$ cat src/rtl/float_log2_log10_approx_macros.svh
// ----------------------------------------------------------------------------
// float_log2_log10_approx assertion macros
// Shared concurrent assertion forms; they expect clk and rst_n in scope.
// ----------------------------------------------------------------------------
`ifndef FLOAT_LOG2_LOG10_APPROX_MACROS_SVH
`define FLOAT_LOG2_LOG10_APPROX_MACROS_SVH

// same-cycle implication
`define FLA_ASSERT_IMP(name, ante, cons, msg) \
    name: assert property (@(posedge clk) disable iff (!rst_n) (ante) |-> (cons)) \
        else $error(msg);

// next-cycle implication
`define FLA_ASSERT_NEXT(name, ante, cons, msg) \
    name: assert property (@(posedge clk) disable iff (!rst_n) (ante) |=> (cons)) \
        else $error(msg);

`endif

$ cat src/rtl/fla_pkg.sv
// ----------------------------------------------------------------------------
// fla_pkg
// Types and fixed-point constants of the double-precision log2/log10 unit.
// ----------------------------------------------------------------------------
package fla_pkg;

    localparam int FRAC_BITS_DEF = 20;   // result fraction bits
    localparam int WORK_FRAC     = 40;   // internal fraction bits
    localparam int EXP_W         = 12;   // signed unbiased exponent
    localparam int MANT_W        = 53;   // Q1.52 with hidden one
    localparam int SQ_W          = 42;   // Q2.40 square of mantissa
    localparam int TOT_W         = EXP_W + 1 + WORK_FRAC;  // signed sum
    localparam int MAG_W         = TOT_W - 1;

    localparam logic [EXP_W-1:0] EXP_BIAS = 12'h400;

    // A = 0.3358287811 in Q0.32, round to nearest
    localparam logic [63:0] A_NUM  = 64'd3358287811;
    localparam logic [63:0] A_FULL = ((A_NUM << 32) + 64'd5000000000) / 64'd10000000000;
    localparam logic [31:0] COEF_A32 = A_FULL[31:0];

    // C = 0.65871759316667 in Q.40, long division in steps to stay in 64 bits
    localparam logic [63:0] C_NUM = 64'd65871759316667;
    localparam logic [63:0] C_DEN = 64'd100000000000000;
    localparam logic [63:0] C_Q1  = (C_NUM << 17) / C_DEN;
    localparam logic [63:0] C_R1  = (C_NUM << 17) % C_DEN;
    localparam logic [63:0] C_Q2  = (C_R1 << 17) / C_DEN;
    localparam logic [63:0] C_R2  = (C_R1 << 17) % C_DEN;
    localparam logic [63:0] C_Q3  = ((C_R2 << 6) + C_DEN / 2) / C_DEN;
    localparam logic [63:0] C_FULL = (C_Q1 << 23) + (C_Q2 << 6) + C_Q3;
    localparam logic [WORK_FRAC-1:0] COEF_C40 = C_FULL[WORK_FRAC-1:0];

    // 1/log2(10) in Q0.32, round to nearest
    localparam logic [63:0] I_NUM = 64'd10000000000000000;
    localparam logic [63:0] I_DEN = 64'd33219280948873626;
    localparam logic [63:0] I_Q1  = (I_NUM << 8) / I_DEN;
    localparam logic [63:0] I_R1  = (I_NUM << 8) % I_DEN;
    localparam logic [63:0] I_Q2  = (I_R1 << 8) / I_DEN;
    localparam logic [63:0] I_R2  = (I_R1 << 8) % I_DEN;
    localparam logic [63:0] I_Q3  = (I_R2 << 8) / I_DEN;
    localparam logic [63:0] I_R3  = (I_R2 << 8) % I_DEN;
    localparam logic [63:0] I_Q4  = ((I_R3 << 8) + I_DEN / 2) / I_DEN;
    localparam logic [63:0] I_FULL = (I_Q1 << 24) + (I_Q2 << 16) + (I_Q3 << 8) + I_Q4;
    localparam logic [31:0] INV_LOG2_10 = I_FULL[31:0];

    localparam logic [31:0] SAT_POS = 32'h7FFF_FFFF;
    localparam logic [31:0] SAT_NEG = 32'h8000_0000;

    typedef enum logic {
        OP_LOG2  = 1'b0,
        OP_LOG10 = 1'b1
    } fla_op_t;

    typedef struct packed {
        logic        operation;
        logic [63:0] value_bits;
    } fla_req_t;

    typedef struct packed {
        logic signed [31:0] log_result;
        logic               is_nan;
    } fla_res_t;

    // normalized operand handed from the front end
    typedef struct packed {
        logic              op;
        logic              nan;
        logic [EXP_W-1:0]  expo;   // two's complement, exponent minus one
        logic [MANT_W-1:0] mant;
    } fla_nrm_t;

endpackage

$ cat src/rtl/fla_norm.sv
// ----------------------------------------------------------------------------
// fla_norm
// Two-stage front end: operand decode and leading-one normalization.
// ----------------------------------------------------------------------------
module fla_norm
    import fla_pkg::*;
(
    input  logic     clk,
    input  logic     rst_n,
    input  logic     in_valid,
    output logic     in_stall,
    input  fla_req_t req,
    output logic     out_valid,
    input  logic     out_stall,
    output fla_nrm_t nrm
);

    typedef struct packed {
        logic        op;
        logic        nan;
        logic [10:0] bexp;
        logic [63:0] x;
        logic [5:0]  lz;
    } fla_nst_t;

    logic [1:0] vld_reg;
    logic [1:0] vld_next;
    logic       rdy1;
    logic       rdy2;
    fla_nst_t   s1_reg;
    fla_nst_t   s1_next;
    fla_nrm_t   s2_reg;
    fla_nrm_t   s2_next;
    logic [63:0] x2;
    logic [5:0]  lz2;

    assign rdy2     = !vld_reg[1] || !out_stall;
    assign rdy1     = !vld_reg[0] || rdy2;
    assign in_stall = !rdy1;
    assign vld_next = {rdy2 ? vld_reg[0] : vld_reg[1], rdy1 ? in_valid : vld_reg[0]};

    // stage 1: decode, coarse shift by 32/16/8
    always_comb
    begin
        s1_next.op   = req.operation;
        s1_next.bexp = req.value_bits[62:52];
        s1_next.nan  = req.value_bits[63] || (s1_next.bexp == 11'h7FF) ||
                       (req.value_bits[62:0] == '0);
        // subnormals drop the hidden one; normals already sit at bit 63
        s1_next.x    = (s1_next.bexp == '0) ? {req.value_bits[51:0], 12'd0}
                                            : {1'b1, req.value_bits[51:0], 11'd0};
        s1_next.lz   = '0;
        if (s1_next.x[63:32] == '0)
        begin
            s1_next.x     = s1_next.x << 32;
            s1_next.lz[5] = 1'b1;
        end
        if (s1_next.x[63:48] == '0)
        begin
            s1_next.x     = s1_next.x << 16;
            s1_next.lz[4] = 1'b1;
        end
        if (s1_next.x[63:56] == '0)
        begin
            s1_next.x     = s1_next.x << 8;
            s1_next.lz[3] = 1'b1;
        end
    end

    // stage 2: fine shift by 4/2/1, exponent
    always_comb
    begin
        x2  = s1_reg.x;
        lz2 = s1_reg.lz;
        if (x2[63:60] == '0)
        begin
            x2     = x2 << 4;
            lz2[2] = 1'b1;
        end
        if (x2[63:62] == '0)
        begin
            x2     = x2 << 2;
            lz2[1] = 1'b1;
        end
        if (!x2[63])
        begin
            x2     = x2 << 1;
            lz2[0] = 1'b1;
        end
        s2_next.op   = s1_reg.op;
        s2_next.nan  = s1_reg.nan;
        s2_next.mant = x2[63:63-MANT_W+1];
        // normal: bexp - 1024; subnormal: -1024 - lz
        s2_next.expo = {1'b0, s1_reg.bexp} - EXP_BIAS - EXP_W'(lz2);
    end

    always_ff @(posedge clk or negedge rst_n)
    begin
        if (!rst_n)
        begin
            vld_reg <= '0;
        end
        else
        begin
            vld_reg <= vld_next;
        end
    end

    always_ff @(posedge clk)
    begin
        if (rdy1)
        begin
            s1_reg <= s1_next;
        end
        if (rdy2)
        begin
            s2_reg <= s2_next;
        end
    end

    assign out_valid = vld_reg[1];
    assign nrm       = s2_reg;

endmodule
$ cat config.mk
export PLATFORM = sky130hd
export DESIGN_NAME = fla_norm
export DESIGN_NICKNAME = d
export VERILOG_FILES = /design/src/rtl/float_log2_log10_approx_macros.svh /design/src/rtl/fla_pkg.sv /design/src/rtl/fla_norm.sv
export SDC_FILE = /design/constraint.sdc
export NUM_CORES = 1
export LEC_CHECK = 0
export BUFFER_PORTS_ARGS = -buffer_cell sky130_fd_sc_hd__buf_2
export CORE_ASPECT_RATIO = 0.8
export CORE_MARGIN = 2
export CORE_UTILIZATION = 25
export CTS_CLUSTER_SIZE = 20
export DETAILED_ROUTE_END_ITERATION = 6
export PLACE_DENSITY = 0.42
export SKIP_LAST_GASP = 1
export SYNTH_ARGS = -nofsm -noshare
export SYNTH_HDL_FRONTEND = slang
export SYNTH_SLANG_ARGS = --single-unit
export TNS_END_PERCENT = 5
$ cat constraint.sdc
create_clock -name clk -period 6.26 [get_ports clk]
set_clock_uncertainty 0.2 [all_clocks]
set_input_delay 0 -clock clk [delete_from_list [all_inputs] [get_ports clk]]
set_output_delay 0 -clock clk [all_outputs]
set_load 0.03 [all_outputs]
==> run metrics <==
CP Class input port to flip-flop; Pwr Density 250 nW/um2; mapped cell area 8470 um2; Max-slew headroom 25.5%; Final Hold Vio Count 0; clock buffer depth 2; dpl hpwl 21.4 mm; largest family of logic cells by synthesized area multiplexers; maximum capacitance violations 0; HP Class input port to flip-flop; nets@finish 1066; sum of negative setup slack 0 ns; Period Utilization, post-route 74.4%; status completed; Post CTS Setup Buffer Count 0; top-area cell type share of the netlist area 48.2%; gr usage total 16.2%; Period minus WS final 4.66 ns; post-synthesis mux area share 16.7%; count leader, synth nand2_1; async set-reset flop share out of synthesis 1.45%; compound-gate portion of the synthesized area 12.0%; cts hold-fix bufs 48; Hold Crit Depth 4; Synth Net Count 896; clock root buffer clkbuf_16; Post-Synth Simple-Gate Area 15.8%; first-iteration detailed-routing DRC count 675; FF+latch count, synth 138; CP arrival 4.74 ns; power after layout 0.00267 W; Placer Congestion 0.879; RSZ-0062 raised after global routing false; cell row count 60; global-route wire length before repair 42.9 mm; Die Footprint 35400 um2; Top Ports 138; Leak 4.58 nW; number of synthesized flops with an enable pin 136; Post-Synth Adder-Cell Area 2.60%; Routed Antenna Nets 0; fillcell total 3485; syn_area_per_cell 10.5 um2; post-synth top area cell edfxtp_1; latest clock arrival within the worst-skew pair 0.43 ns; Vias/cell 4.87; sequential-to-total area share from yosys stat 48.8%; Antenna diodes 0; # setup viols final 0; PostCTS Resize Cnt 0; Chip Width 210 um; Unique masters post-synth 62; Synth top cells by count nand2_1 (180), edfxtp_1 (136), mux2i_1 (130), nor2_1 (57), clkbuf_1 (29); layout cells sized above 1 20.6%; initial antenna violation count 0; Critical Path RT 6.34 ns; Num Clock Sinks 138; Core Area 33500 um2; Worst setup SP type input port; Layout area overhead 26.2%; Highest Clock Rate 0.215 GHz; vias post-DR 6955; Initial Util 25.3%; Total Routed Length 28.5 mm; Largest register FFs 67; DRT Pass-1 Iters 6; worst reg2reg path depth 16; final slew viol count 0; CP endpoint kind flip-flop; port bufs 137; global route overflow 0; Synth Flop Type edfxtp_1; drt drc 0; Post-Synthesis Cells 810; chip height 169 um; worst IR drop on VDD 0.167 mV; vias in the first global route 6909; Yosys warnings 0; average wire per standard cell 20.0 um; pin count of the biggest net entering global routing 72; Synth area leaders edfxtp_1 (48%), mux2i_1 (15%), nand2_1 (8.0%); total CTS buffers 17; Post-Synth XOR/XNOR Area 0.724%; Worst-path clk slew 0.06 ns; Worst-Margin Slew 1.09 ns; CP max FO 19; CTS H-tree depth 4; CTS tree done
## cell type report
| cell class | count | area (um2) | area share (%) |
|---|---|---|---|
| sequential | 138 | 4130 | 38.7 |
| multi-input combinational | 607 | 4090 | 38.3 |
| timing repair buffer | 197 | 1260 | 11.8 |
| tap | 434 | 543 | 5.08 |
| clock buffer | 17 | 425 | 3.98 |
| inverter | 19 | 71.3 | 0.667 |
| clock inverter | 15 | 169 | 1.58 |
## layout by cell type, fill, tap and decap left out, types with 12 or more instances in the layout
master | synthesis | routed
nand2_1 | 180 | 178
buf_2 | 10 | 137
edfxtp_1 | 136 | 136
mux2i_1 | 130 | 130
nor2_1 | 57 | 57
dlygate4sd3_1 | 0 | 48
a21oi_1 | 27 | 27
o21ai_0 | 17 | 17
clkbuf_16 | 0 | 17
inv_1 | 16 | 16
ha_1 | 16 | 16
o22ai_1 | 12 | 12
buf_4 | 3 | 12
## per-stage QoR
stage,cells,utilization (%),area [um2],worst slack (ns),hold WS (ns)
CTS,1427,31.9,10700,1.68,0.000153
finish,1427,31.9,10700,1.60,0.0280
global route,1427,31.9,10700,1.43,0.0274
floorplan,810,-,8470,2.00,-0.496
global placement,1347,28.7,9620,2.12,-0.410
detailed placement,1347,28.7,9620,2.12,-0.410
## metal layers
layer  share of wire, %  global-route usage, %
met1                 51                   24.0
met2                 42                   23.2
met3                6.2                   3.69
met4                1.6                   5.00
met5                  0                      0
## worst paths after layout
check | from | end | slack (ns)
min in group asynchronous | rst_n | vld_reg[1]$_DFFE_PN0P_ | 0.25
max in group asynchronous | rst_n | vld_reg[0]$_DFFE_PN0N_ | 5.49
hold / removal | req[20] | s1_reg[37]$_DFFE_PN_ | 0.03
setup reg to reg | s1_reg[66]$_DFFE_PN_ | nrm[64]$_DFFE_PP_ | 2.36
setup / recovery | req[53] | s1_reg[69]$_DFFE_PN_ | 1.60
hold reg to reg | s1_reg[81]$_DFFE_PN_ | nrm[65]$_DFFE_PP_ | 0.23
## worst max-delay path, cell delays in order
cell and delay (ns):
dlygate4sd3_1 0.53, buf_2 0.15, or4_4 0.57, nor3_4 0.64
and2_1 0.39, nand2_1 0.40, clkinv_1 0.59, a211o_1 0.21
dlygate4sd3_1 0.54, a221o_1 0.13, dlygate4sd3_1 0.58
## kinds of logic (layout without fill, tap and decap cells)
kind of cell | Yosys count | in the layout
adders and majority gates | 17 | 17
and+or+nand+nor | 307 | 307
AOI/OAI and AO/OA | 137 | 137
muxes | 139 | 139
DFF | 138 | 138
xor gates and xnor gates | 7 | 7
buffers and inverters | 65 | 248
## where the power goes
| group | internal, W | switching [W] |
|---|---|---|
| sequential | 0.00113 | 0.0000412 |
| clock | 0.000594 | 0.000435 |
| combinational | 0.000160 | 0.000315 |
Note: power is estimated with default switching activity, not from simulation.
